[src/rtl/lwfc_pkg.sv]
package lwfc_pkg;

    // table and word geometry
    localparam int TABLE_DEPTH  = 64;
    localparam int MAX_WORD_LEN = 16;
    localparam int COUNT_WIDTH  = 16;
    localparam int LETTERS      = 26;

    localparam int SLOT_W   = $clog2(TABLE_DEPTH);
    localparam int USED_W   = $clog2(TABLE_DEPTH + 1);
    localparam int LEN_W    = $clog2(MAX_WORD_LEN + 1);
    localparam int POS_W    = $clog2(MAX_WORD_LEN);
    localparam int LETTER_W = $clog2(LETTERS);

    // queue between front and back
    localparam int QUEUE_DEPTH = 4;
    localparam int QPTR_W      = $clog2(QUEUE_DEPTH);
    localparam int QCNT_W      = $clog2(QUEUE_DEPTH + 1);

    // character codes
    localparam logic [7:0] UPPER_FIRST = 8'd65;
    localparam logic [7:0] UPPER_LAST  = 8'd90;
    localparam logic [7:0] CASE_OFFSET = 8'd32;
    localparam logic [7:0] SPACE_CODE  = 8'd32;
    localparam logic [7:0] LOWER_A     = 8'd97;
    localparam logic [7:0] LOWER_Z     = 8'd122;
    localparam logic [7:0] DIGIT_0     = 8'd48;
    localparam logic [7:0] DIGIT_9     = 8'd57;

    localparam logic [COUNT_WIDTH-1:0] COUNT_MAX = '1;

    typedef logic [MAX_WORD_LEN-1:0][7:0] word_t;

    // classified byte travelling from front to back
    typedef struct packed {
        logic                   kept;
        logic [7:0]             lowered;
        logic [COUNT_WIDTH-1:0] letter_count;
        logic                   close;
        word_t                  word;
        logic [LEN_W-1:0]       len;
        logic                   trunc;
    } fe_item_t;

    // one word table row
    typedef struct packed {
        word_t                  word;
        logic [LEN_W-1:0]       len;
        logic [COUNT_WIDTH-1:0] count;
    } entry_t;

    // finished result
    typedef struct packed {
        logic                   kept;
        logic [7:0]             lowered;
        logic [COUNT_WIDTH-1:0] letter_count;
        logic                   done;
        logic [SLOT_W-1:0]      slot;
        logic [COUNT_WIDTH-1:0] occ;
        logic                   is_new;
        logic                   full;
        logic                   trunc;
    } res_t;

    typedef enum logic {
        B_IDLE,
        B_CMP
    } back_state_t;

    function automatic logic [COUNT_WIDTH-1:0] sat_inc(input logic [COUNT_WIDTH-1:0] v);
        logic [COUNT_WIDTH-1:0] r;
        r = (v == COUNT_MAX) ? COUNT_MAX : v + 1'b1;
        return r;
    endfunction

endpackage

[src/rtl/lwfc_front.sv]
module lwfc_front
    import lwfc_pkg::*;
(
    input  logic       clk,
    input  logic       rst_n,
    input  logic [7:0] char_code,
    input  logic       last,
    input  logic       accept,
    output fe_item_t   item
);

    logic [COUNT_WIDTH-1:0] cnt_reg [LETTERS];
    word_t                  word_reg;
    logic [LEN_W-1:0]       len_reg;
    logic                   trunc_reg;

    logic [7:0]             lowered;
    logic [7:0]             diff;
    logic [LETTER_W-1:0]    li;
    logic                   is_letter;
    logic                   is_digit;
    logic                   is_space;
    logic                   append;
    logic                   can_add;
    logic [COUNT_WIDTH-1:0] cnt_inc;
    word_t                  word_next;
    logic [LEN_W-1:0]       len_app;
    logic                   trunc_app;
    logic                   close;

    // lowering and classification
    always_comb
    begin
        lowered   = (char_code >= UPPER_FIRST && char_code <= UPPER_LAST) ?
                    char_code + CASE_OFFSET : char_code;
        is_letter = (lowered >= LOWER_A) && (lowered <= LOWER_Z);
        is_digit  = (lowered >= DIGIT_0) && (lowered <= DIGIT_9);
        is_space  = (lowered == SPACE_CODE);
        diff      = lowered - LOWER_A;
        li        = diff[LETTER_W-1:0];
        cnt_inc   = sat_inc(cnt_reg[li]);
    end

    // current word building
    always_comb
    begin
        append    = is_letter || is_digit;
        can_add   = len_reg < LEN_W'(MAX_WORD_LEN);
        word_next = word_reg;
        len_app   = len_reg;
        if (append && can_add)
        begin
            word_next[len_reg[POS_W-1:0]] = lowered;
            len_app = len_reg + 1'b1;
        end
        trunc_app = trunc_reg | (append & ~can_add);
        close     = (is_space || last) && (len_app != '0);
    end

    assign item.kept         = is_letter | is_digit | is_space;
    assign item.lowered      = lowered;
    assign item.letter_count = is_letter ? cnt_inc : '0;
    assign item.close        = close;
    assign item.word         = word_next;
    assign item.len          = len_app;
    assign item.trunc        = trunc_app;

    // letter counters and word state
    always_ff @(posedge clk or negedge rst_n)
    begin
        if (!rst_n)
        begin
            for (int i = 0; i < LETTERS; i++)
            begin
                cnt_reg[i] <= '0;
            end
            len_reg   <= '0;
            trunc_reg <= 1'b0;
        end
        else if (accept)
        begin
            if (is_letter)
            begin
                cnt_reg[li] <= cnt_inc;
            end
            len_reg   <= close ? '0 : len_app;
            trunc_reg <= (close || last) ? 1'b0 : trunc_app;
        end
    end

    // word bytes carry no reset
    always_ff @(posedge clk)
    begin
        if (accept)
        begin
            word_reg <= word_next;
        end
    end

endmodule

[config.mk]
export PLATFORM = sky130hd
export DESIGN_NAME = lwfc_front
export DESIGN_NICKNAME = d
export VERILOG_FILES = /design/src/rtl/lwfc_pkg.sv /design/src/rtl/lwfc_front.sv
export SDC_FILE = /design/constraint.sdc
export NUM_CORES = 1
export LEC_CHECK = 0
export ABC_AREA = 1
export BUFFER_PORTS_ARGS = -buffer_cell sky130_fd_sc_hd__buf_2
export CAP_MARGIN = 20
export CORE_MARGIN = 2
export CORE_UTILIZATION = 55
export CTS_BUF_LIST = sky130_fd_sc_hd__clkbuf_8
export DETAILED_ROUTE_END_ITERATION = 6
export GPL_TIMING_DRIVEN = 0
export PLACE_DENSITY = 0.73
export SLEW_MARGIN = 20
export SYNTH_ARGS = -nofsm -noshare
export SYNTH_HDL_FRONTEND = slang
export SYNTH_SLANG_ARGS = --single-unit
[constraint.sdc]
create_clock -name clk -period 5.8 [get_ports clk]
set_input_delay 0.29 -clock clk [delete_from_list [all_inputs] [get_ports clk]]
set_output_delay 0.29 -clock clk [all_outputs]
set_load 0.05 [all_outputs]
==> results_dict.tcl, run 1 <==
set metrics [dict create \
    dieHeight_um 227 \
    report.final.setup_viol 0 \
    grt_pass1_vias 23375 \
    fin_cells 4560 \
    start_kind "input port" \
    drtIter0Drc 3451 \
    worst_pin_slew_ps 1130 \
    skew_ps 59.7 \
    dp_slack_ps -1050 \
    fillers 4369 \
    h-tree-depth 3 \
    crit_arrival_ps 5490 \
    ys_seq_area_share_pct 52.5 \
    postLayoutSetupSlackWorst_ps 19.3 \
    slew_headroom_pct 24.9 \
    area_growth_pct 13.8 \
    synth_seq_cells 550 \
    multi_input_area_um2 10800 \
    drv_cap 0 \
    maxSlewViolCount 0 \
    ys_types 45 \
    drive_gt1_share_pct 13.6 \
    dp_hpwl_um 66100 \
    timing.final.crit_share_pct 99.7 \
    regToRegSetupSlack_ps 2350 \
    antenna_found_initial 3 \
    critPathKind "input port to primary output" \
    rsz0062_at_grt "no" \
    hold_viol 0 \
    powerDensity_nw_per_um2 299 \
    cts_max_path_buffers 3 \
    route.detailed.drc 0 \
    ctsRootBufferMaster "clkbuf_8" \
    vias 25459 \
    syn_nets 3586 \
    grt_pass1_wl_um 141000 \
    dieArea_um2 51700 \
    clock-sinks 550 \
    core_um2 49200 \
    regArea_um2 14400 \
    mostFrequentLayoutCell "nand2_1" \
    final_core_util_pct 63.6 \
    critPathRequiredTime_ps 5510 \
    vias_per_cell 5.58 \
    cts-buffers-inserted 92 \
    globalRouteOverflowTotal 0 \
    layout_common_cells "nand2_1 (1,631), dfrtp_1 (422), o21ai_0 (306)" \
    syn_avg_cell_area_um2 7.70 \
    dieWidth_um 227 \
    final_nets 3848 \
    cts_setup_buffers 0 \
    wl_per_cell_um 20.7 \
    max_freq_ghz 0.173 \
    worstSkewPairLatency_ps 730 \
    min_period_ps 5780 \
    vdd_drop_max_uv 189 \
    holdWs_ps 24.9 \
    critPathMaxFanout 30 \
    grt.total_usage_pct 36.9 \
    grt_max_degree 100 \
    synth_area_um2 27400 \
    cts_tree "yes" \
    initial_core_util_pct 55.8 \
    largest_reg_flops 416 \
    path_clk_slew_ps 60 \
    postRouteAntennaNets 0 \
    yosysWarnings 0 \
    wirelength_um 94600 \
    postSynthCellCount 3563 \
    io_pins 172 \
    place_congestion 0.993 \
    cp-end-kind "primary output" \
    rows 81 \
    status "complete, no violations" \
    hold_class "input port to flop" \
    portBuffers 171 \
    power_mw 9.36 \
    dp.cells 4403 \
    p_leak_nw 16.1 \
    firstDrtPassIters 6 \
]
worst max-delay path, cell delays in order:
cell and delay (ps):
buf_2 160, buf_6 160, inv_4 60, buf_8 150, buf_8 160, buf_8 170, buf_16 200, ha_2 330
clkbuf_2 160, buf_4 430, clkbuf_2 550, nand3_1 230, nand2_1 210, nand2_1 80, nand2_1 60, nand2_1 40
nand2_1 80, nand2_1 50, nand2_1 190, nand2_1 170, nor2_1 320, nand3_1 120, nand2_1 80, nand2_2 180
clkbuf_2 260, nor2_1 270, buf_4 270
routing by layer:
metal / up-vias / GRT usage (%) / part of all wire [%]
li1: 11719 / - / -
met3: 290 / 9.54 / 12
met4: 2 / 18.4 / 5.4
met2: 1537 / 56.4 / 44
met5: - / 0 / 0.014
met1: 11911 / 49.0 / 39
path summary, 6_finish.rpt:
kind                       depth (start not counted)    startpoint            to
setup / recovery                                  27  char_code[0]     item[147]
hold / removal                                     1        accept   word_reg[4]
setup reg to reg                                  20  cnt_reg[209]   cnt_reg[51]
hold reg to reg                                    2  cnt_reg[219]  cnt_reg[219]
max in group asynchronous                          5         rst_n  cnt_reg[237]
min in group asynchronous                          2         rst_n   cnt_reg[60]
where the power goes:
part	internal, mW	switching, mW	leakage, nW
Sequential	4.15	0.0823	7.02
Clock	1.93	1.63	1.08
Combinational	0.367	1.20	8.02
what timing repair did:
action	CTS	global route
endpoints found under the setup margin	16	15
gates resized for setup	19	14
endpoints found under the hold margin	76	0
hold buffers	2	0
synth_stat cells (all sizes together):
library cell	count	share of area (%)
nand2	1644	23
dfrtp	422	38
o21ai	380	6.9
inv	258	3.5
nand3	220	4.3
nor2	189	3.0
buf	141	3.4
edfxtp	128	14
clkbuf	90	1.2
a21oi	21	0.40
nand4	15	0.34
ha	11	0.50
nor3	10	0.33
or2	10	0.23
o21a	4	0.11
o22ai	4	0.091
xor2	4	0.16
a21boi	3	0.082
a31oi	2	0.046
clkinv	2	0.032
and2	1	0.023
nor3b	1	0.027
nor4	1	0.023
o21bai	1	0.041
xnor2	1	0.032
cells by family after synthesis:
| logic type | after synthesis | synth area share [%] |
|---|---|---|
| DFF | 550 | 52.5 |
| AOI/OAI and AO/OA | 415 | 7.69 |
| xor gates and xnor gates | 5 | 0.187 |
| buffers and inverters | 491 | 8.24 |
| and+or+nand+nor | 2091 | 30.9 |
| adders and majority gates | 11 | 0.501 |
layout make-up:
type                       instances  share of cell area (%)
multi-input combinational       2522                    34.6
tap                              664                    2.66
antenna                            2                  0.0160
timing repair buffer             178                    3.34
clock inverter                    47                   0.909
sequential                       550                    46.1
inverter                         260                    3.15
clock buffer                     116                    5.11
buffer                           221                    4.14
through the flow:
step	TNS, ps	area, µm²
after floorplan	0	27400
after global placement	-1882120	29100
after detailed placement	-169470	29300
after CTS	-5.16	31200
after global routing	0	31200
final	0	31200
(Power assumes the default switching activity.)
==> inputs of run 2 (changes only) <==
--- a/config.mk
+++ b/config.mk
@@ -9,11 +9,11 @@
 export BUFFER_PORTS_ARGS = -buffer_cell sky130_fd_sc_hd__buf_2
 export CAP_MARGIN = 20
 export CORE_MARGIN = 2
-export CORE_UTILIZATION = 55
+export CORE_UTILIZATION = 50
 export CTS_BUF_LIST = sky130_fd_sc_hd__clkbuf_8
 export DETAILED_ROUTE_END_ITERATION = 6
 export GPL_TIMING_DRIVEN = 0
-export PLACE_DENSITY = 0.73
+export PLACE_DENSITY = 0.68
 export SLEW_MARGIN = 20
 export SYNTH_ARGS = -nofsm -noshare
 export SYNTH_HDL_FRONTEND = slang
==> results_dict.tcl, run 2 (synthesis gave the netlist of run 1 again) <==
set metrics [dict create \
    status "finished with violations" \
    violations "DRC" \
    h-tree-depth 3 \
    cp-startpoint "char_code[0]" \
    drv_cap 0 \
    route.detailed.drc 2 \
    fin_area_um2 31400 \
    crit_buf_inv 14 \
    fillers 5046 \
    fin_cells 4608 \
    worst_pin_slew_ps 1170 \
    rows 85 \
    cp-endpoint "item[140]" \
    critPathMaxFanout 30 \
    dieHeight_um 238 \
    dp.cells 4437 \
    initial_core_util_pct 50.8 \
    drtIter0Drc 2996 \
    start_kind "input port" \
    postLayoutSetupSlackWorst_ps 61.6 \
    crit_arrival_ps 5450 \
    cts_tree "yes" \
    dieArea_um2 56800 \
    min_period_ps 5740 \
    report.final.setup_viol 0 \
    timing.final.crit_share_pct 98.9 \
    vias_per_cell 5.48 \
    grt_pass1_wl_um 145000 \
    holdWs_ps 43.8 \
    antenna_found_initial 1 \
    layout_common_cells "nand2_1 (1,631), dfrtp_1 (422), o21ai_0 (306)" \
    portBuffers 171 \
    mostFrequentLayoutCell "nand2_1" \
    max_freq_ghz 0.174 \
    critPathKind "input port to primary output" \
    cts-buffers-inserted 93 \
    cp.depth 31 \
    dp_slack_ps -1020 \
    maxSlewViolCount 0 \
    grt_max_degree 94 \
    dp_hpwl_um 68400 \
    worst_path_most_repeated_cell "nand2_1" \
    cp-end-kind "primary output" \
    worstSkewPairLatency_ps 720 \
    crit_family "buffers and inverters" \
    hold_viol 0 \
    vdd_drop_max_uv 191 \
    r2r-start "cnt_reg[145]" \
    hold_class "input port to flop" \
    drive_gt1_share_pct 13.9 \
    r2r-end "cnt_reg[0]" \
    rsz0062_at_grt "yes" \
    postRouteAntennaNets 0 \
    final_nets 3854 \
    io_pins 172 \
    firstDrtPassIters 7 \
    place_congestion 0.961 \
    grt_pass1_vias 23528 \
    path_clk_slew_ps 60 \
    area_growth_pct 14.5 \
    worstHoldStart "accept" \
    clock-sinks 550 \
    slew_headroom_pct 22.1 \
    core_um2 54000 \
    crit_slowest_cell "buf_2" \
    power_mw 9.51 \
    critPathRequiredTime_ps 5510 \
    worst_path_largest_cell_delay_ps 370 \
    largest_reg_flops 416 \
    wirelength_um 97700 \
    skew_ps 43.4 \
    regToRegSetupSlack_ps 2290 \
    final_core_util_pct 58.2 \
    placed_area_um2 29400 \
    globalRouteOverflowTotal 0 \
    dieWidth_um 238 \
    ctsRootBufferMaster "clkbuf_8" \
    p_leak_nw 16.2 \
    cts_max_path_buffers 3 \
    wl_per_cell_um 21.2 \
    setup_tns_ps 0 \
    grt.total_usage_pct 34.4 \
    reg2reg_depth 20 \
    powerDensity_nw_per_um2 303 \
    vias 25255 \
]
## run 2: routing by layer
metal  routed length [µm]  GRT usage (%)  vias up
li1                     -              -    11736
met1                38900           45.1    11787
met2                42800           52.8     1430
met3                10800           9.09      302
met4                 5230           17.9        0
met5                    0              0        -
## run 2: repair_timing
action	CTS	global route
setup endpoints to repair	16	14
cloned	0	0
gates resized for setup	8	9
pin swaps	0	2
endpoints found under the hold margin	271	0
buffers inserted	0	3
hold buffers	2	0
## run 2: final cells by class
type	instances	area, µm²	share of cell area (%)
diodes	1	2.50	0.00796
plain buffers	221	1250	3.99
clock buffers	123	1690	5.38
clock inverters	52	310	0.987
inverters	260	982	3.12
multi-input cells	2522	10800	34.4
flip-flops and latches	550	14400	45.8
well taps	696	871	2.77
repair buffers	183	1110	3.54
## run 2: worst min path at each step
stage / endpoint / cells after the start
after detailed placement: cnt_reg[68] / 1
after CTS: word_reg[18] / 1
after floorplan: cnt_reg[0] / 0
after global routing: word_reg[25] / 1
final: word_reg[25] / 1
after global placement: cnt_reg[317] / 2
## run 2: where the power goes
group          internal, mW  switching [mW]  leakage (nW)
clock network          2.03            1.68          1.14
logic                 0.366            1.21          8.04
registers              4.15          0.0817          7.02
total                  6.55            2.96          16.2
