**src/rtl/lwfc_pkg.sv**
```systemverilog
package lwfc_pkg;

    // table and word geometry
    localparam int TABLE_DEPTH  = 64;
    localparam int MAX_WORD_LEN = 16;
    localparam int COUNT_WIDTH  = 16;
    localparam int LETTERS      = 26;

    localparam int SLOT_W   = $clog2(TABLE_DEPTH);
    localparam int USED_W   = $clog2(TABLE_DEPTH + 1);
    localparam int LEN_W    = $clog2(MAX_WORD_LEN + 1);
    localparam int POS_W    = $clog2(MAX_WORD_LEN);
    localparam int LETTER_W = $clog2(LETTERS);

    // queue between front and back
    localparam int QUEUE_DEPTH = 4;
    localparam int QPTR_W      = $clog2(QUEUE_DEPTH);
    localparam int QCNT_W      = $clog2(QUEUE_DEPTH + 1);

    // character codes
    localparam logic [7:0] UPPER_FIRST = 8'd65;
    localparam logic [7:0] UPPER_LAST  = 8'd90;
    localparam logic [7:0] CASE_OFFSET = 8'd32;
    localparam logic [7:0] SPACE_CODE  = 8'd32;
    localparam logic [7:0] LOWER_A     = 8'd97;
    localparam logic [7:0] LOWER_Z     = 8'd122;
    localparam logic [7:0] DIGIT_0     = 8'd48;
    localparam logic [7:0] DIGIT_9     = 8'd57;

    localparam logic [COUNT_WIDTH-1:0] COUNT_MAX = '1;

    typedef logic [MAX_WORD_LEN-1:0][7:0] word_t;

    // classified byte travelling from front to back
    typedef struct packed {
        logic                   kept;
        logic [7:0]             lowered;
        logic [COUNT_WIDTH-1:0] letter_count;
        logic                   close;
        word_t                  word;
        logic [LEN_W-1:0]       len;
        logic                   trunc;
    } fe_item_t;

    // one word table row
    typedef struct packed {
        word_t                  word;
        logic [LEN_W-1:0]       len;
        logic [COUNT_WIDTH-1:0] count;
    } entry_t;

    // finished result
    typedef struct packed {
        logic                   kept;
        logic [7:0]             lowered;
        logic [COUNT_WIDTH-1:0] letter_count;
        logic                   done;
        logic [SLOT_W-1:0]      slot;
        logic [COUNT_WIDTH-1:0] occ;
        logic                   is_new;
        logic                   full;
        logic                   trunc;
    } res_t;

    typedef enum logic {
        B_IDLE,
        B_CMP
    } back_state_t;

    function automatic logic [COUNT_WIDTH-1:0] sat_inc(input logic [COUNT_WIDTH-1:0] v);
        logic [COUNT_WIDTH-1:0] r;
        r = (v == COUNT_MAX) ? COUNT_MAX : v + 1'b1;
        return r;
    endfunction

endpackage

```
**src/rtl/lwfc_queue.sv**
```systemverilog
module lwfc_queue
    import lwfc_pkg::*;
(
    input  logic     clk,
    input  logic     rst_n,
    input  logic     wr_en,
    input  fe_item_t wr_item,
    output logic     full,
    input  logic     rd_en,
    output logic     empty,
    output fe_item_t head
);

    fe_item_t          slot_mem [QUEUE_DEPTH];
    logic [QPTR_W-1:0] wptr_reg;
    logic [QPTR_W-1:0] rptr_reg;
    logic [QCNT_W-1:0] cnt_reg;

    assign full  = (cnt_reg == QCNT_W'(QUEUE_DEPTH));
    assign empty = (cnt_reg == '0);
    assign head  = slot_mem[rptr_reg];

    // pointers and fill count
    always_ff @(posedge clk or negedge rst_n)
    begin
        if (!rst_n)
        begin
            wptr_reg <= '0;
            rptr_reg <= '0;
            cnt_reg  <= '0;
        end
        else
        begin
            if (wr_en)
            begin
                wptr_reg <= wptr_reg + 1'b1;
            end
            if (rd_en)
            begin
                rptr_reg <= rptr_reg + 1'b1;
            end
            if (wr_en && !rd_en)
            begin
                cnt_reg <= cnt_reg + 1'b1;
            end
            else if (rd_en && !wr_en)
            begin
                cnt_reg <= cnt_reg - 1'b1;
            end
        end
    end

    // storage
    always_ff @(posedge clk)
    begin
        if (wr_en)
        begin
            slot_mem[wptr_reg] <= wr_item;
        end
    end

endmodule

```
**config.mk**
```make
export PLATFORM = sky130hd
export DESIGN_NAME = lwfc_queue
export DESIGN_NICKNAME = d
export VERILOG_FILES = /design/src/rtl/lwfc_pkg.sv /design/src/rtl/lwfc_queue.sv
export SDC_FILE = /design/constraint.sdc
export NUM_CORES = 1
export LEC_CHECK = 0
export BUFFER_PORTS_ARGS = -buffer_cell sky130_fd_sc_hd__buf_4
export CAP_MARGIN = 20
export CORE_UTILIZATION = 50
export CTS_CLUSTER_SIZE = 24
export DETAILED_ROUTE_END_ITERATION = 8
export HOLD_SLACK_MARGIN = 0.12
export PLACE_DENSITY = 0.71
export SKIP_CTS_REPAIR_TIMING = 1
export SYNTH_ARGS = -nofsm -noshare
export SYNTH_HDL_FRONTEND = slang
export SYNTH_SLANG_ARGS = --single-unit
export TNS_END_PERCENT = 20
```
**constraint.sdc**
```tcl
create_clock -name clk -period 5.5 [get_ports clk]
set_input_delay 0.55 -clock clk [delete_from_list [all_inputs] [get_ports clk]]
set_output_delay 0.55 -clock clk [all_outputs]
set_load 0.01 [all_outputs]
```
==> metrics.md, run 1 <==
| Metric | Value |
|---|---|
| Worst Setup Path Type | flip-flop to output port |
| # port buffers | 325 |
| DIE AREA | 47,800 sq um |
| Worst Setup End Kind | output port |
| CTS buffer count | 67 |
| EDFF count, synth | 640 |
| Most frequent cells after synthesis | edfxtp_1 (640), mux4_2 (160), buf_2 (19), buf_6 (10), dfrtp_1 (7) |
| Synth top area cells | edfxtp_1 (82%), mux4_2 (15%), dfrtp_1 (0.75%) |
| Vias in the first global route | 10,900 |
| Hpwl dp | 26,200 microns |
| Final Skew | 9.04 ps |
| RSZ-0062 raised after global routing | no |
| Pwr dens | 548 nW/um^2 |
| Clock sinks | 647 |
| Max Cap Violations | 0 |
| Initial cell density of the core | 0.512 |
| Fin worst setup slack | 2220 ps |
| Largest register FFs | 640 |
| Pre-CTS WS | 2800 ps |
| Mapped Avg Cell Area | 27.0 sq um |
| WP data required | 4950 ps |
| Sequential share of the synthesized area | 0.827 |
| Synth cell types | 19 |
| Post-synth ARST share | 0.0108 |
| Footprint of the multi-input gates | 3810 sq um |
| Worst slew pin tran | 847 ps |
| Status | complete, no violations |
| Clock latency on the worst-skew pair | 580 ps |
| Vias per cell | 5.50 |
| Share of layout cells above drive strength 1 | 0.464 |
| Fin crit share | 0.597 |
| Synth area leader | edfxtp_1 |
| Highest metal used | met5 |
| Cells after Synth | 870 |
| Synthesis Warnings | 0 |
| Drt pass-1 iters | 5 |
| Tmin final | 3280 ps |
| Clk pin slew, worst setup/hold paths | 60 ps |
| Filler Cells Inserted | 3,029 |
| Met3 wire len | 3640 microns |
| Final setup fails | 0 |
| Core region area | 45,800 sq um |
| Pin count of the biggest net entering global routing | 91 |
| WL met1 | 17,900 microns |
| Fin. max-slew vios | 0 |
| Count leader, synth | edfxtp_1 |
| Cell row count | 78 |
| Initial DRC count | 631 |
| DRT Wirelength | 44,900 microns |
| WL/cell | 23.7 microns |
| H-tree levels | 3 |
| Worst vdd ir | 0.372 mV |
| Root Buffer | clkbuf_16 |
| Gpl congestion | 0.734 |
| Die Height | 219 microns |
| CTS tree | built |
| Vias | 10,400 |
| Met2 wire length | 22,400 microns |
| Worst Hold Class | input pin to flip-flop |
| DRC | 0 |
| Area Growth Syn to Fin | 22.8% |
| Mapped Nets | 1,040 |
| Maximum clock insertion buffer count | 3 |
| First-pass GRT wire length | 66,400 microns |
| Critical path peak fanout | 66 |
| Worst rel slew slack | 0.435 |
| P_leak | 9.81 nW |
| Setup TNS | 0 ps |
| Antenna violations before repair | 3 |
| Fmax | 0.305 GHz |
| Flops & latches, synth | 647 |
| DRT antenna net count | 0 |
| Nets | 1,413 |
| Sequential standard cell area | 19,400 sq um |
| Total GRT Usage | 0.190 |
| Top_reg_cell synth | edfxtp_1 |
| Grt ovf | 0 |
| I/O pin count | 326 |
| Antenna diode count | 0 |
| Final hold vios | 0 |
| Die Width | 219 microns |
| Top cell type's share of synthesized area | 0.820 |
| WP data arrival | 2730 ps |
| Post-Syn Area | 23,400 sq um |
| Startpoint types | flip-flop |
-- kinds of logic after synthesis --
group,Yosys count,synth area share
AO/OA/AOI/OAI,1,0.000213
multiplexers,161,0.154
XOR/XNOR,6,0.00224
flip-flops,647,0.827
AND/OR/NAND/NOR,9,0.00208
buffers and inverters,40,0.0108
adder cells (fa/ha/maj),6,0.00352
-- metal layers --
metal | track usage | vias up
met1 | 0.252 | 5483
met2 | 0.300 | 316
li1 | - | 4536
met5 | 0 | -
met4 | 0.0559 | 6
met3 | 0.0657 | 73
-- critical path, stage by stage (launching register included) --
cell and delay (ps):
dfrtp_4 740, buf_12 450, mux4_2 640, buf_4 170
-- stage by stage --
step                instance area (sq um)   util  total power, W  instances  hold WS [ps]
floorplan                           23500      -         0.00962        870           254
detailed placement                  26600  0.581          0.0116       1773           385
CTS                                 28800  0.629          0.0160       1891          -268
finish                              28800  0.629          0.0158       1892           163
global route                        28800  0.629          0.0165       1892           126
global placement                    26600  0.581          0.0115       1773           385
-- final cells by class --
cell class / instances / area share
multi-input combinational: 183 / 0.132
clock buffer: 89 / 0.0655
clock inverter: 29 / 0.00969
sequential: 647 / 0.674
inverter: 4 / 0.000522
tap: 600 / 0.0261
timing repair buffer: 340 / 0.0918
-- worst paths after layout --
check / start / to / slack, ps / cells past startpoint
setup / recovery: rptr_reg[0] / head[88] / 2220 / 3
hold / removal: wr_item[141] / slot_mem[2][141] / 160 / 1
setup reg to reg: wptr_reg[1] / slot_mem[1][41] / 3170 / 4
hold reg to reg: cnt_reg[2] / cnt_reg[2] / 490 / 1
max in group asynchronous: rst_n / rptr_reg[1] / 5020 / 2
min in group asynchronous: rst_n / rptr_reg[0] / 320 / 2
-- cell usage in the layout, fill, tap and decap left out, types with 5 or more instances in the layout --
cell type / netlist / routed
buf_4: 1 / 332
clkbuf_16: 0 / 73
dfrtp_1: 7 / 5
edfxtp_1: 640 / 640
bufinv_16: 0 / 5
buf_12: 0 / 7
mux4_2: 160 / 160
ha_1: 5 / 5
clkinv_1: 0 / 8
clkinv_2: 0 / 10
clkbuf_1: 6 / 16
-- power breakdown --
part | leakage (nW) | internal, W | switching (W)
Sequential | 5.96 | 0.00645 | 0.000316
Clock | 1.05 | 0.00265 | 0.00177
Combinational | 2.80 | 0.00233 | 0.00228
Power figures use the tool's default switching activity.
==> run 2, diff against run 1 <==
--- a/config.mk
+++ b/config.mk
@@ -5,13 +5,14 @@
 export SDC_FILE = /design/constraint.sdc
 export NUM_CORES = 1
 export LEC_CHECK = 0
+export ABC_AREA = 1
 export BUFFER_PORTS_ARGS = -buffer_cell sky130_fd_sc_hd__buf_4
 export CAP_MARGIN = 20
 export CORE_UTILIZATION = 50
 export CTS_CLUSTER_SIZE = 24
 export DETAILED_ROUTE_END_ITERATION = 8
 export HOLD_SLACK_MARGIN = 0.12
-export PLACE_DENSITY = 0.71
+export PLACE_DENSITY = 0.7
 export SKIP_CTS_REPAIR_TIMING = 1
 export SYNTH_ARGS = -nofsm -noshare
 export SYNTH_HDL_FRONTEND = slang
==> constraint.sdc (replaced) <==
create_clock -name clk -period 3.15 [get_ports clk]
set_input_delay 0.315 -clock clk [delete_from_list [all_inputs] [get_ports clk]]
set_output_delay 0.315 -clock clk [all_outputs]
set_load 0.01 [all_outputs]
==> run 2 against run 1 <==
Effect of this change: clock skew increased by 9.6 ps; largest cell class unchanged; worst hold slack improved by 300 ps; synthesized cell count is 120% higher; final area rose by 13%; utilization rose by 1.6 points; combinational power rose by 130%; clock power increased by 60%; worst setup slack worse by 1800 ps; global-route usage increased by 1.2 points; power rose by 87%; largest power group unchanged; flip-flop and latch count stayed put.
==> metrics.md, run 2 <==
| Metric | Value |
|---|---|
| Total GRT Usage | 0.202 |
| Vias in the first global route | 15,200 |
| Max Cap Violations | 0 |
| Worst rel slew slack | 0.362 |
| Flops & latches, synth | 647 |
| Fmax | 0.367 GHz |
| WP data required | 2830 ps |
| Die Height | 228 microns |
| Filler Cells Inserted | 3,538 |
| Worst vdd ir | 0.752 mV |
| Cell row count | 82 |
| Cells after Synth | 1,914 |
| Clock sinks | 647 |
| # port buffers | 325 |
| Fin. max-slew vios | 0 |
| Synth cell types | 18 |
| Post-synth ARST share | 0.0108 |
| Worst Setup End Kind | output port |
| EDFF count, synth | 640 |
| Area Growth Syn to Fin | 26.9% |
| Hpwl dp | 30,300 microns |
| Clock latency on the worst-skew pair | 600 ps |
| DIE AREA | 52,000 sq um |
| First-pass GRT wire length | 81,700 microns |
| Pwr dens | 910 nW/um^2 |
| Die Width | 228 microns |
| WL/cell | 17.2 microns |
| Worst slew pin tran | 957 ps |
| WP data arrival | 2410 ps |
| CTS tree | built |
| RSZ-0062 raised after global routing | no |
| Sequential share of the synthesized area | 0.759 |
| Share of layout cells above drive strength 1 | 0.187 |
| Critical path peak fanout | 142 |
| Drt pass-1 iters | 5 |
| DRC | 0 |
| Core region area | 50,300 sq um |
| Count leader, synth | edfxtp_1 |
| I/O pin count | 326 |
| Status | complete, no violations |
| Most frequent cells in the layout | edfxtp_1 (640), nand2_1 (489), buf_4 (339) |
| Commonest non-fill, non-tap cell in the layout | edfxtp_1 |
| P_leak | 12.9 nW |
| Nets | 2,564 |
| Final Skew | 18.7 ps |
| H-tree levels | 3 |
| CTS buffer count | 66 |
| Initial cell density of the core | 0.508 |
| Setup TNS | 0 ps |
| Grt ovf | 0 |
| Top cell type's share of synthesized area | 0.752 |
| Synthesis Warnings | 0 |
| Final hold vios | 0 |
| Worst Setup Path Type | flip-flop to output port |
| Largest register FFs | 640 |
| Synth area leader | edfxtp_1 |
| Tmin final | 2730 ps |
| DRT antenna net count | 0 |
| Worst Hold Class | input pin to flip-flop |
| Post-Syn Area | 25,500 sq um |
| Maximum clock insertion buffer count | 3 |
| Mapped Avg Cell Area | 13.3 sq um |
| DRT Wirelength | 53,800 microns |
| Startpoint types | flip-flop |
| Antenna violations before repair | 5 |
| Gpl congestion | 0.763 |
| Pin count of the biggest net entering global routing | 161 |
| Final setup fails | 0 |
| Synth top area cells | edfxtp_1 (75%), o211ai_1 (9.4%), nand2_1 (7.2%) |
| Top_reg_cell synth | edfxtp_1 |
| Vias per cell | 5.03 |
| Mapped Nets | 2,084 |
| Most frequent cells after synthesis | edfxtp_1 (640), nand2_1 (493), inv_1 (331), o211ai_1 (320), buf_2 (65) |
| Vias | 15,700 |
| Clk pin slew, worst setup/hold paths | 60 ps |
| WHS | 466 ps |
| Fin crit share | 0.865 |
| Root Buffer | clkbuf_16 |
| Initial DRC count | 918 |
==> run 2: changes by cell type after synthesis, sizes merged, moves of 4 or more <==
cell / previous run / this run
clkbuf: 6 / 33
nand2: 2 / 493
o211ai: 0 / 320
buf: 30 / 74
inv: 4 / 332
and2: 4 / 0
mux4: 160 / 0
==> run 2: report_power, final <==
group	internal, W	switching (W)
sequential	0.0113	0.000449
clock	0.00397	0.00312
combinational	0.00419	0.00652
total	0.0194	0.0101
==> run 2: final cells by class <==
type / count / area (sq um) / share of cell area
diodes: 7 / 17.5 / 0.000540
clock buffers: 82 / 1750 / 0.0541
clock inverters: 37 / 211 / 0.00652
inverters: 332 / 1270 / 0.0391
multi-input cells: 828 / 4420 / 0.136
flip-flops and latches: 647 / 19400 / 0.599
well taps: 672 / 841 / 0.0259
repair buffers: 519 / 4510 / 0.139
==> run 2: worst max-delay path, cell delays in order (launching register included) <==
cell	delay, ps
dfrtp_4	720
buf_12	500
nand2_1	150
o211ai_1	130
nand2_1	90
buf_4	150
==> run 2: routing by layer <==
layer  up-vias  share of wire  routed length [microns]  GRT usage
met5         -              0                        0          0
met4         0          0.020                     1100     0.0749
li1       7642              -                        -          -
met3        70          0.063                     3390     0.0579
met2       385           0.51                    27300      0.346
met1      7608           0.41                    22100      0.244
==> run 2: worst paths after layout <==
| path | endpoint | depth (start not counted) | startpoint | slack, ps |
|---|---|---|---|---|
| min in group asynchronous | cnt_reg[0] | 3 | rst_n | 690 |
| worst min-delay path | slot_mem[2][144] | 2 | wr_item[144] | 470 |
| worst min register to register | cnt_reg[2] | 2 | cnt_reg[2] | 520 |
| max in group asynchronous | rptr_reg[0] | 3 | rst_n | 2170 |
| worst max-delay path | head[12] | 5 | rptr_reg[0] | 420 |
| worst max register to register | slot_mem[1][69] | 4 | wptr_reg[0] | 1090 |
==> run 2: cells by family after synthesis <==
group / count (synthesis) / synth area share
flops: 647 / 0.759
simple gates: 497 / 0.0733
buf+inv: 439 / 0.0687
compound gates: 321 / 0.0942
fa+ha+maj: 6 / 0.00323
xor+xnor: 4 / 0.00137
==> run 2: per-stage QoR <==
stage | cells | power, W | instance area (sq um) | setup slack, ps | util
after floorplan | 1914 | 0.0179 | 25600 | -298 | -
after global placement | 2834 | 0.0223 | 28800 | 1110 | 0.573
after detailed placement | 2834 | 0.0225 | 28800 | 1070 | 0.573
after global routing | 3121 | 0.0311 | 32400 | 237 | 0.645
final | 3124 | 0.0295 | 32400 | 424 | 0.645
after CTS | 2953 | 0.0296 | 30800 | 412 | 0.612
==> run 3, diff against run 2 <==
--- a/config.mk
+++ b/config.mk
@@ -8,11 +8,13 @@
 export ABC_AREA = 1
 export BUFFER_PORTS_ARGS = -buffer_cell sky130_fd_sc_hd__buf_4
 export CAP_MARGIN = 20
-export CORE_UTILIZATION = 50
+export CELL_PAD_IN_SITES_DETAIL_PLACEMENT = 1
+export CELL_PAD_IN_SITES_GLOBAL_PLACEMENT = 2
+export CORE_UTILIZATION = 40
 export CTS_CLUSTER_SIZE = 24
 export DETAILED_ROUTE_END_ITERATION = 8
 export HOLD_SLACK_MARGIN = 0.12
-export PLACE_DENSITY = 0.7
+export PLACE_DENSITY_LB_ADDON = 0.1
 export SKIP_CTS_REPAIR_TIMING = 1
 export SYNTH_ARGS = -nofsm -noshare
 export SYNTH_HDL_FRONTEND = slang
==> run 3 against run 2 <==
Effect of this change: die area up 25%; power is 3.3% higher; clock skew shrank 4.8 ps; register-to-register slack got worse by 50 ps; sequential share of layout area shrank 0.60 points; sequential power about the same; clock power is 10% higher; first-iteration DRC count fell by 32%; largest cell class unchanged.
==> metrics.md, run 3 (same netlist as run 2, synthesis figures left out) <==
| Metric | Value |
|---|---|
| Status | complete, no violations |
| Logic pwr share | 0.361 |
| WP data arrival | 2390 ps |
| Non-Filler Instances | 3,298 |
| Sw power | 0.0105 W |
| Filler Cells Inserted | 6,434 |
| I/O pin count | 326 |
| Nets | 2,565 |
| Drt pass-1 iters | 4 |
| Die Height | 255 microns |
| DRT antenna net count | 0 |
| DIE AREA | 64,900 sq um |
| WL/cell | 19.0 microns |
| Worst rel slew slack | 0.310 |
| Initial cell density of the core | 0.405 |
| Die Width | 255 microns |
| Startpoint types | flip-flop |
| Core region area | 63,100 sq um |
| Grt ovf | 0 |
| CTS buffer count | 71 |
| Pin count of the biggest net entering global routing | 173 |
| # port buffers | 325 |
| Vias in the first global route | 16,000 |
| Flop pwr share | 0.383 |
| Worst Hold Class | input pin to asynchronous set/reset pin |
| Final Skew | 13.9 ps |
| Final hold vios | 0 |
| Vias per cell | 4.81 |
| Vias | 15,900 |
| Design Area, Final | 32,700 sq um |
| Worst slew pin tran | 1040 ps |
| DRC | 0 |
| Gpl congestion | 0.710 |
| Area Growth Syn to Fin | 28.2% |
| Worst vdd ir | 0.786 mV |
| Sw Ratio | 0.345 |
| Area after DPL | 28,900 sq um |
| Clock latency on the worst-skew pair | 600 ps |
| Tmin final | 2710 ps |
| H-tree levels | 3 |
| Share of layout cells above drive strength 1 | 0.188 |
| CTS tree | built |
| Internal Power | 0.0200 W |
| RSZ-0062 raised after global routing | no |
| Maximum clock insertion buffer count | 3 |
| Most frequent cells in the layout | edfxtp_1 (640), nand2_1 (489), buf_4 (340) |
| Largest register FFs | 640 |
| Fin. max-slew vios | 0 |
| Clk pin slew, worst setup/hold paths | 60 ps |
| Fmax | 0.370 GHz |
| Final cell utilization of the core | 0.519 |
| Antenna violations before repair | 9 |
| Pwr dens | 930 nW/um^2 |
| Placed insts | 3,005 |
| Commonest non-fill, non-tap cell in the layout | edfxtp_1 |
| Root Buffer | clkbuf_16 |
| Total GRT Usage | 0.190 |
| DRT Wirelength | 62,500 microns |
| Hpwl dp | 36,200 microns |
| Cell row count | 92 |
| Clock sinks | 647 |
| Pre-CTS WS | 1020 ps |
| Final setup fails | 0 |
| Clock power share | 0.256 |
| Worst Setup Path Type | flip-flop to output port |
| WP data required | 2830 ps |
| Fin worst setup slack | 444 ps |
| Worst Setup End Kind | output port |
| P_leak | 12.9 nW |
| Max Cap Violations | 0 |
| Initial DRC count | 622 |
| Critical path peak fanout | 160 |
| First-pass GRT wire length | 91,800 microns |
| Fin crit share | 0.859 |
[run 3: cell count changes in the layout (fill, tap and decap cells not counted), sizes merged, moves of 2 or more]
cell,previous run,this run
buf,355,352
clkbuf,82,90
bufinv,0,4
clkinvlp,7,5
clkinv,32,25
inv,330,332
[run 3: critical path, stage by stage (launching register included)]
cell and delay [ps]:
dfrtp_4 450, buf_12 600, o211ai_1 190, nand2_1 160, buf_4 140
[run 3: path summary, 6_finish.rpt]
| check | start | end | slack (ps) | cells past startpoint |
|---|---|---|---|---|
| max | rptr_reg[1] | head[31] | 440 | 4 |
| min | rst_n | rptr_reg[1] | 190 | 2 |
| max reg2reg | wptr_reg[0] | slot_mem[2][142] | 1040 | 5 |
| min reg2reg | cnt_reg[2] | cnt_reg[2] | 520 | 2 |
| max in group asynchronous | rst_n | rptr_reg[0] | 2820 | 2 |
| min in group clk | wr_item[42] | slot_mem[2][42] | 450 | 2 |
[run 3: area by class of cell]
cell class	instances	area, sq um	area share
antenna	6	15.0	0.000459
clock buffer	90	1890	0.0577
clock inverter	34	269	0.00822
inverter	332	1270	0.0387
multi-input combinational	828	4420	0.135
sequential	647	19400	0.593
tap	846	1060	0.0323
timing repair buffer	515	4420	0.135
[run 3: power by group through the flow]
| stage | Clock (W) | Combinational, W | Sequential, W |
|---|---|---|---|
| finish | 0.00781 | 0.0110 | 0.0117 |
| floorplan | 0 | 0.00604 | 0.0118 |
| detailed placement | 0 | 0.0111 | 0.0118 |
| global placement | 0 | 0.0110 | 0.0118 |
| CTS | 0.00805 | 0.0111 | 0.0117 |
| global route | 0.00831 | 0.0121 | 0.0118 |
[run 3: stage by stage]
stage	TNS (ps)	hold slack, ps	total power, W
after floorplan	-185930	19.4	0.0179
after global placement	0	142	0.0227
after detailed placement	0	141	0.0230
after CTS	0	-511	0.0309
after global routing	0	172	0.0322
final	0	190	0.0305
[run 3: layer usage]
| layer | vias up | share of wire | global-route usage |
|---|---|---|---|
| li1 | 7640 | - | - |
| met4 | 6 | 0.025 | 0.0712 |
| met2 | 277 | 0.50 | 0.329 |
| met3 | 99 | 0.052 | 0.0516 |
| met1 | 7839 | 0.42 | 0.224 |
| met5 | - | 0.00059 | 0 |
